[config.mk]
export PLATFORM = sky130hd
export DESIGN_NAME = modbus_distance_frame_parser_unit
export DESIGN_NICKNAME = d
export VERILOG_FILES = /design/src/mdfp_pkg.sv /design/src/mdfp_in_reg.sv /design/src/mdfp_frame_core.sv /design/src/modbus_distance_frame_parser_unit.sv
export SDC_FILE = /design/constraint.sdc
export NUM_CORES = 1
export LEC_CHECK = 0
export ABC_AREA = 1
export BUFFER_PORTS_ARGS = -buffer_cell sky130_fd_sc_hd__buf_4
export CAP_MARGIN = 20
export CORE_MARGIN = 3
export CORE_UTILIZATION = 30
export DETAILED_ROUTE_END_ITERATION = 8
export PLACE_DENSITY = 0.45
export SLEW_MARGIN = 40
export SYNTH_ARGS = -nofsm -noshare
export SYNTH_HDL_FRONTEND = slang
export SYNTH_SLANG_ARGS = --single-unit
export TNS_END_PERCENT = 1
[constraint.sdc]
create_clock -name clk -period 3.1 [get_ports clk]
set_input_delay 0.62 -clock clk [delete_from_list [all_inputs] [get_ports clk]]
set_output_delay 0.62 -clock clk [all_outputs]
set_load 0.01 [all_outputs]
[src/mdfp_pkg.sv]
// Shared types, constants and the Modbus CRC-16 byte update for the frame parser.
package mdfp_pkg;

    localparam int BYTE_W = 8;
    localparam int CRC_W  = 16;
    localparam int DIST_W = 15;
    localparam int MAXV_W = 13;
    localparam int POS_W  = 3;

    localparam logic [BYTE_W-1:0] ADDR_BYTE = 8'h01;
    localparam logic [BYTE_W-1:0] FUNC_BYTE = 8'h03;
    localparam logic [CRC_W-1:0]  CRC_INIT  = 16'hFFFF;
    localparam logic [CRC_W-1:0]  CRC_POLY  = 16'hA001;
    localparam logic [MAXV_W-1:0] MAXV_RST  = 13'd4096;

    // frame position codes: number of frame bytes already taken in
    localparam logic [POS_W-1:0] POS_HUNT   = 3'd0;
    localparam logic [POS_W-1:0] POS_FUNC   = 3'd1;
    localparam logic [POS_W-1:0] POS_COUNT  = 3'd2;
    localparam logic [POS_W-1:0] POS_DIST_H = 3'd3;
    localparam logic [POS_W-1:0] POS_DIST_L = 3'd4;
    localparam logic [POS_W-1:0] POS_CRC_LO = 3'd5;
    localparam logic [POS_W-1:0] POS_CRC_HI = 3'd6;

    typedef struct packed {
        logic              vld;
        logic [BYTE_W-1:0] data;
    } byte_req_t;

    typedef struct packed {
        logic [POS_W-1:0] pos;
        logic             fire;
    } core_status_t;

    // reflected CRC-16, one byte, unrolled over its eight bits
    function automatic logic [CRC_W-1:0] crc_byte(input logic [CRC_W-1:0] crc,
                                                  input logic [BYTE_W-1:0] b);
        logic [CRC_W-1:0] c;
        c = crc ^ {{(CRC_W-BYTE_W){1'b0}}, b};
        for (int i = 0; i < BYTE_W; i++)
        begin
            if (c[0])
                c = (c >> 1) ^ CRC_POLY;
            else
                c = c >> 1;
        end
        return c;
    endfunction

endpackage

[src/mdfp_in_reg.sv]
// Input register: captures one received byte request, holds it until the core takes it.
module mdfp_in_reg (
    input  logic                         clk,
    input  logic                         rst_n,
    input  logic                         in_valid,
    output logic                         in_ready,
    input  logic [mdfp_pkg::BYTE_W-1:0]  rx_byte,
    input  logic                         advance,
    output mdfp_pkg::byte_req_t          req
);
    import mdfp_pkg::*;

    logic              vld_reg;
    logic [BYTE_W-1:0] byte_reg;

    assign in_ready = !vld_reg || advance;

    always_ff @(posedge clk or negedge rst_n)
    begin
        if (!rst_n)
            vld_reg <= 1'b0;
        else if (in_ready)
            vld_reg <= in_valid;
    end

    always_ff @(posedge clk)
    begin
        if (in_ready && in_valid)
            byte_reg <= rx_byte;
    end

    assign req.vld  = vld_reg;
    assign req.data = byte_reg;
endmodule

[src/mdfp_frame_core.sv]
// Frame tracker, CRC accumulator and result register of the parser.
module mdfp_frame_core (
    input  logic                         clk,
    input  logic                         rst_n,
    input  mdfp_pkg::byte_req_t          req,
    input  logic [mdfp_pkg::MAXV_W-1:0]  max_val_cur,
    output logic                         advance,
    output logic                         out_valid,
    input  logic                         out_ready,
    output logic [mdfp_pkg::DIST_W-1:0]  distance,
    output mdfp_pkg::core_status_t       status
);
    import mdfp_pkg::*;

    logic [POS_W-1:0]  pos_reg,  pos_next;
    logic [CRC_W-1:0]  crc_reg,  crc_next;
    logic [CRC_W-1:0]  dist_hold_reg, dist_hold_next;
    logic [BYTE_W-1:0] crc_lo_reg,    crc_lo_next;
    logic              out_vld_reg,   out_vld_next;
    logic [DIST_W-1:0] dist_reg,      dist_next;
    logic              fire;
    logic [CRC_W-1:0]  crc_upd;
    logic [BYTE_W-1:0] b;

    assign advance = !out_vld_reg || out_ready;
    assign fire    = req.vld && advance;
    assign b       = req.data;
    assign crc_upd = crc_byte(crc_reg, b);

    always_comb
    begin
        pos_next       = pos_reg;
        crc_next       = crc_reg;
        dist_hold_next = dist_hold_reg;
        crc_lo_next    = crc_lo_reg;
        out_vld_next   = 1'b0;
        dist_next      = dist_reg;
        case (pos_reg)
            POS_FUNC:
            begin
                if (b == FUNC_BYTE)
                begin
                    crc_next = crc_upd;
                    pos_next = POS_COUNT;
                end
                else
                begin
                    crc_next = CRC_INIT;
                    pos_next = POS_HUNT;
                end
            end
            POS_COUNT:
            begin
                crc_next = crc_upd;
                pos_next = POS_DIST_H;
            end
            POS_DIST_H:
            begin
                dist_hold_next = {b, {BYTE_W{1'b0}}};
                crc_next       = crc_upd;
                pos_next       = POS_DIST_L;
            end
            POS_DIST_L:
            begin
                dist_hold_next = {dist_hold_reg[CRC_W-1:BYTE_W], b};
                crc_next       = crc_upd;
                pos_next       = POS_CRC_LO;
            end
            POS_CRC_LO:
            begin
                crc_lo_next = b;
                pos_next    = POS_CRC_HI;
            end
            POS_CRC_HI:
            begin
                if ({b, crc_lo_reg} == crc_reg)
                begin
                    out_vld_next = 1'b1;
                    // positive as a signed word: nonzero with sign bit clear
                    if (dist_hold_reg != '0 && !dist_hold_reg[CRC_W-1])
                        dist_next = dist_hold_reg[DIST_W-1:0];
                    else
                        dist_next = {{(DIST_W-MAXV_W){1'b0}}, max_val_cur};
                end
                crc_next = CRC_INIT;
                pos_next = POS_HUNT;
            end
            default:
            begin
                // hunting; an unused position code is treated the same
                if (b == ADDR_BYTE)
                begin
                    crc_next = crc_byte(CRC_INIT, b);
                    pos_next = POS_FUNC;
                end
                else
                begin
                    crc_next = CRC_INIT;
                    pos_next = POS_HUNT;
                end
            end
        endcase
    end

    always_ff @(posedge clk or negedge rst_n)
    begin
        if (!rst_n)
        begin
            pos_reg     <= POS_HUNT;
            crc_reg     <= CRC_INIT;
            out_vld_reg <= 1'b0;
        end
        else
        begin
            if (fire)
            begin
                pos_reg <= pos_next;
                crc_reg <= crc_next;
            end
            if (advance)
                out_vld_reg <= fire && out_vld_next;
        end
    end

    always_ff @(posedge clk)
    begin
        if (fire)
        begin
            dist_hold_reg <= dist_hold_next;
            crc_lo_reg    <= crc_lo_next;
        end
        if (fire && out_vld_next)
            dist_reg <= dist_next;
    end

    assign out_valid     = out_vld_reg;
    assign distance      = dist_reg;
    assign status.pos    = pos_reg;
    assign status.fire   = fire;
endmodule

[src/modbus_distance_frame_parser_unit.sv]
// Top level of the Modbus RTU distance reply parser.
// Takes one received byte per cycle while in_ready is high and hunts for the 7-byte reply
// 01 03 nn dh dl cl ch, checking its Modbus CRC-16 over the first five bytes; a good frame
// yields one distance, the signed word dh:dl when positive, else max_val; a bad frame yields
// nothing. A byte passes through the input register, then the frame/CRC logic, which
// updates its state and loads the result register in the same cycle, so out_valid rises once
// the last byte of a good frame has moved from the input register into the result register.
// in_ready drops only while a result waits in the result register with out_ready low and
// a byte is already held. max_val is written through the cfg port, which is always ready,
// and resets to 4096.
module modbus_distance_frame_parser_unit (
    input  logic                         clk,
    input  logic                         rst_n,
    input  logic                         in_valid,
    output logic                         in_ready,
    input  logic [mdfp_pkg::BYTE_W-1:0]  rx_byte,
    output logic                         out_valid,
    input  logic                         out_ready,
    output logic [mdfp_pkg::DIST_W-1:0]  distance,
    input  logic                         cfg_valid,
    output logic                         cfg_ready,
    input  logic [mdfp_pkg::MAXV_W-1:0]  max_val
);
    import mdfp_pkg::*;

    byte_req_t         req;
    core_status_t      status;
    logic              advance;
    logic [MAXV_W-1:0] max_val_reg;

    assign cfg_ready = 1'b1;

    always_ff @(posedge clk or negedge rst_n)
    begin
        if (!rst_n)
            max_val_reg <= MAXV_RST;
        else if (cfg_valid)
            max_val_reg <= max_val;
    end

    mdfp_in_reg u_in_reg (
        .clk      (clk),
        .rst_n    (rst_n),
        .in_valid (in_valid),
        .in_ready (in_ready),
        .rx_byte  (rx_byte),
        .advance  (advance),
        .req      (req)
    );

    mdfp_frame_core u_core (
        .clk         (clk),
        .rst_n       (rst_n),
        .req         (req),
        .max_val_cur (max_val_reg),
        .advance     (advance),
        .out_valid   (out_valid),
        .out_ready   (out_ready),
        .distance    (distance),
        .status      (status)
    );

    // a new result comes only from the last byte of a frame, and the hunt restarts
    a_result_from_last_byte: assert property (@(posedge clk) disable iff (!rst_n)
        $rose(out_valid) |-> $past(status.fire) && $past(status.pos) == POS_CRC_HI
                             && status.pos == POS_HUNT)
        else $error("result not from last frame byte");

    // the input side only stalls behind a held result
    a_stall_cause: assert property (@(posedge clk) disable iff (!rst_n)
        !in_ready |-> out_valid && !out_ready && req.vld)
        else $error("input stalled without a held result");

    // a reported distance is zero only when max_val is zero
    a_nonzero_dist: assert property (@(posedge clk) disable iff (!rst_n)
        $rose(out_valid) |-> distance != '0 || max_val_reg == '0)
        else $error("zero distance with nonzero max_val");

    // the position only moves when a byte is processed
    a_pos_hold: assert property (@(posedge clk) disable iff (!rst_n)
        !status.fire |=> $stable(status.pos))
        else $error("frame position moved without a byte");
endmodule

## Word-level counts from Yosys, hierarchy flattened

Index checks and enable logic that the tools add are counted.

- Equal/unequal tests: 9
- Mux-type cells: 40
- Bitwise operators: 20
- Reduce and logical (&&, ||, !) cells: 18

Operator list:

| cell | count |
|---|---|
| $mux 16 | 32 |
| $pmux 16 s4 | 1 |
| $not 2->3 | 16 |
| $pmux 16 s2 | 1 |
| $pmux 3 s6 | 1 |
| $eq 16x16->1 | 1 |
| $not 8->16 | 1 |
| $reduce_bool 16->1 | 1 |
| $xor 16x8->16 | 1 |
| $mux 13 | 1 |
| $eq 3x3->1 const B | 3 |
| $eq 8x1->1 const B | 1 |
| $eq 8x2->1 const B | 1 |
| $eq 3x2->1 const B | 2 |
| $reduce_and 2->1 | 3 |
| $reduce_and 3->1 | 2 |
| $reduce_or 6->1 | 1 |
| $logic_and 1x1->1 | 4 |
| $eq 3x1->1 const B | 1 |
| $logic_not 1->1 | 3 |
| $mux 1 | 3 |
| $reduce_or 3->1 | 1 |
| $logic_or 1x1->1 | 2 |
| $mux 2 | 1 |
| other kinds (2) | 3 |

- Register bits: 81
- Input port bits: 26
- Output and inout port bits: 18
- Logic and storage cells: 98

## Depth between registers and ports, before layout

- Word-level depth: 33
- Mapped depth: 16
- Gate-level depth less buffers: 15

## Modules after synthesis

From an unflattened synthesis, not the netlist that was laid out.

- Cell total of the unflattened synthesis: 450
- Area, all modules: 4067.7 um2

Modules (own cells, without submodules):

| module | times used | cells an instance | area an instance (um2) | seq. area each (um2) |
|---|---|---|---|---|
| mdfp_frame_core | 1 | 378 | 3268.1 | 1691.6 |
| modbus_distance_frame_parser_unit | 1 | 57 | 506.7 | 326.6 |
| mdfp_in_reg | 1 | 15 | 292.8 | 265.3 |

## Worst setup path after synthesis

OpenSTA, ideal clock, no wires.

- Path kind: input port to flip-flop
- From: in out_ready
- To: reg u_core.dist_reg[0] (netlist: u_core.distance[0]), enable pin
- Setup time: 0.408 ns
- Arrival time: 2.226 ns
- Slack: 0.466 ns
- Stages on the path: 6
- Cells stage by stage: nor2_1 inv_1 nand2_1 nor3_1 nand2_1 nor3_1

- Longest elaborated chain between the ends: 4

RTL lines:

| item | line | source |
|---|---|---|
| start, declared | modbus_distance_frame_parser_unit.sv:18 | `input logic out_ready,` |
| $logic_or 1x1->1 | mdfp_frame_core.sv:25 | `assign advance = !out_vld_reg \|\| out_ready;` |
| $logic_and 1x1->1 | mdfp_frame_core.sv:26 | `assign fire = req.vld && advance;` |
| $logic_and 1x1->1 | mdfp_frame_core.sv:132 | `if (fire && out_vld_next)` |
| $reduce_and 3->1 (no source line) | n/a |  |
| end signal, assigned | mdfp_frame_core.sv:133 | `dist_reg <= dist_next;` |
| end, declared | mdfp_frame_core.sv:20 | `logic [DIST_W-1:0] dist_reg, dist_next;` |

No other way between the ends.
A chain may end at the register's enable or synchronous reset.

## Worst setup path after layout

- From: reg u_in_reg.byte_reg[6]
- To: reg u_core.crc_reg[13]

- Longest elaborated chain between the ends: 26

RTL lines:

| item | line | source |
|---|---|---|
| start, declared | mdfp_in_reg.sv:14 | `logic [BYTE_W-1:0] byte_reg;` |
| start signal, assigned | mdfp_in_reg.sv:29 | `byte_reg <= rx_byte;` |
| $not 8->16 (no source line) | n/a |  |
| $mux 16 | mdfp_pkg.sv:42 | `if (c[0])` |
| $mux 16 | mdfp_frame_core.sv:91 | `if (b == ADDR_BYTE)` |
| $mux 16 | mdfp_frame_core.sv:38 | `case (pos_reg)` |
| $mux 16 | mdfp_pkg.sv:42 |  |
| $mux 16 | mdfp_frame_core.sv:91 |  |
| $mux 16 | mdfp_frame_core.sv:38 |  |
| $mux 16 | mdfp_pkg.sv:42 |  |
| (+10 left out) | n/a |  |
| $mux 16 | mdfp_frame_core.sv:91 |  |
| $mux 16 | mdfp_frame_core.sv:38 |  |
| $mux 16 | mdfp_pkg.sv:42 |  |
| $mux 16 | mdfp_frame_core.sv:91 |  |
| $mux 16 | mdfp_frame_core.sv:38 |  |
| $mux 16 | mdfp_pkg.sv:42 |  |
| $mux 16 | mdfp_frame_core.sv:91 |  |
| $pmux 16 s4 * | mdfp_frame_core.sv:38 |  |
| end signal, assigned | mdfp_frame_core.sv:118 | `crc_reg <= crc_next;` |
| end, declared | mdfp_frame_core.sv:16 | `logic [CRC_W-1:0] crc_reg, crc_next;` |

Every way passes the cells marked *; elsewhere a longest branch is shown, timed or not. The select of a mux whose other input is x is not followed.

==> results.md <==
* Outcome: completed
* Total number of vias at 2,878
* Commonest cells after routing, fill and taps aside: nand2_1, inv_1, edfxtp_1
* Reg clk slew, reported paths at 0.06 ns
* Combinational family with the most area after synthesis: simple AND/OR/NAND/NOR gates
* Share of total power in sequential cells at 0.420
* Post-synth top flop: edfxtp_1
* Clk Latency, worst-skew pair at around 0.34 ns
* Initial antenna violation count at 0
* Switching Share at 0.345
* Core area at about 13,000 µm²
* Setup TNS at 0 ns
* Synthesized area per cell at 9.54 µm²
* Number of flops mapped to enable cells by yosys at 47
* Via/cell ratio at 4.53
* CP Data Required Time at 3.35 ns
* Simple-gate share of the synthesized area at 0.176
* # Post-CTS Setup Buffers at 0
* Post-synthesis compound-gate area fraction at 0.0964
* Die H at about 120 µm
* CTS tree: yes
* CTS buffer count at 9
* Initial Util at 0.309
* Sequential element share of the synthesized area at 0.581
* Largest net degree at the start of global routing at 35
* Max clock buf depth at 2
* Maximum VDD drop at between 0.3 and 0.4 mV
* Cells after synthesis at between 400 and 500
* Post-CTS sizing at 0
* N_diodes at 0
* Power Density at roughly 790 nW/µm²
* Post-synth ARST share at 0.420
* Crit Path Max Fanout at 9
* H-tree depth at 3
* CP arrival at ~2.4 ns
* Hold slack at approximately 0.26 ns
* IO Port Bufs at between 40 and 50
* Critical Path End Type: register
* Final setup viols at 0
* RD Place Congestion at about 0.8
* Wire per inst at roughly 15 µm
* Mapped Area at ~3900 µm²
* Slowest stage cell, crit path: edfxtp_1
* Iter 0 DRT Violations at roughly 200
* Global router's overall resource usage at 0.139
* First-pass GRT wire length at ~15,000 µm
* Yosys Warn Count at 0
* Post-DP HPWL at about 6700 µm
* Commonest non-fill, non-tap cell in the layout: nand2_1
* Ports at 44
* Row count at between 40 and 50
* Clock root buffer: clkbuf_16
* CP Cell Sequence: inv_1 > ha_1 > nand2_1 > inv_1 > nand3_1 > nand2_1 > nand2_2 > inv_1 > o21ai_0 > o211ai_1 > o21ai_0
* Fillers at approximately 1,300
* Post-synthesis adder-cell area fraction at 0.0159
* CP dominant cell by count: inv_1
* Nets at between 400 and 500
* Post-synthesis xor/xnor area fraction at 0.0579
* GRT overflow at 0
* Pre-Repair DR Iteration Count at 4
* Post-synth cell types at 34
* Post-synth top area share at 0.359
* Unrepaired setup endpoints after global routing: false
* Final wirelength at between 9000 and 10,000 µm
* Comb pwr share at 0.301
* Max-cap viol count at 0
* Min-delay worst type: input pin to asynchronous set/reset pin
* WS Path Type: register to register
* Worst Tran Pin Value at around 0.7 ns
* F_max at 0.474 GHz
* Post-DRT Antenna Nets at 0
* Leak at ~2.1 nW
* Area grow syn2layout at 20.2%
* CTS sink cnt at 81
* Synth area leaders: edfxtp_1, dfstp_2, dfrtp_1
* Final period util at 0.681
* Largest area contributor in the synthesized netlist: edfxtp_1
* Clk network pwr share at 0.279
* Post-CTS Hold Buffers at 0
* Syn_nets at 443
* Final Hold Fails at 0
* Pins Over Slew Limit at 0
* CP startpoint kind: register
* Full die area at ~15,000 µm²
* Vias in the first global route at 2,982
* Max_slew headroom at 0.530
* Largest stage delay, worst path at around 0.50 ns
* Crit path max-delay family: simple AND/OR/NAND/NOR gates
* Min Tclk post-route at ~2.1 ns
* Die X at around 120 µm
* Pint at approximately 0.0024 W
* Fin Clk Skew at between 0.007 and 0.008 ns
* Mux cell area share after synthesis at 0
* P_sw at approximately 0.0013 W
* Post-route DRC at 0
* #FFs+latches synth at between 80 and 90
* CP Buf/Inv Count at 3
* Share of cells above drive strength 1 at 0.201
==> metal layers <==
layer  GRT usage  vias to the layer above  wire [µm]
met5           0                        -          0
met4      0.0368                        0        115
met3      0.0482                       10        542
met2       0.235                       65       4510
met1       0.169                     1356       4130
li1            -                     1447          -
==> cells by family after synthesis <==
logic type / count (synthesis)
buffers and inverters: 70
other: 1
adders and majority gates: 5
AOI/OAI and AO/OA: 63
xor gates and xnor gates: 26
and+or+nand+nor: 166
DFF: 81
==> cell type report <==
cell class                      instances  area, µm²  area share
Inverter                               59        221      0.0469
Sequential cell                        81       2280       0.483
Clock buffer                           11        233      0.0493
Timing Repair Buffer                   46        345      0.0731
Tap cell                              172        215      0.0456
Clock inverter                          5       55.1      0.0117
Multi-Input combinational cell        261       1370       0.290
==> per-stage QoR <==
stage	total power (W)	cells	instance area [µm²]	util	setup WS, ns
after detailed placement	0.00271	619	4440	0.349	1.02
after global placement	0.00270	619	4440	0.349	0.955
after CTS	0.00378	635	4720	0.371	0.985
final	0.00373	635	4720	0.371	0.990
after floorplan	0.00240	412	3930	-	0.466
after global routing	0.00401	635	4720	0.371	0.748
==> cells in the mapped netlist, types with 7 or more instances <==
cell type,number
nand2_1,90
inv_1,49
dfrtp_1,17
edfxtp_1,47
o21ai_0,27
a21oi_1,16
nand3_1,14
xor2_1,14
xnor2_1,12
o221ai_1,7
inv_2,8
dfstp_2,17
nor2_1,42
==> power groups by stage <==
stage                     clock, W  combinational (W)  sequential (W)
after detailed placement         0            0.00113         0.00158
after global placement           0            0.00112         0.00158
after floorplan                  0           0.000853         0.00154
final                      0.00104            0.00112         0.00157
after CTS                  0.00108            0.00113         0.00157
after global routing       0.00112            0.00129         0.00160
==> worst paths after layout <==
kind                                           start                    to  slack (ns)  cells after the start
worst max register to register  u_in_reg.byte_reg[6]    u_core.crc_reg[13]        0.99                     11
worst min register to register       max_val_reg[12]       max_val_reg[12]        0.49                      2
max in group asynchronous                      rst_n     u_core.crc_reg[1]        2.48                      1
min in group clk                          rx_byte[4]  u_in_reg.byte_reg[4]        0.45                      1
worst max-delay path            u_in_reg.byte_reg[6]    u_core.crc_reg[13]        0.99                     11
worst min-delay path                           rst_n        max_val_reg[4]        0.26                      1
(Power assumes the default switching activity.)
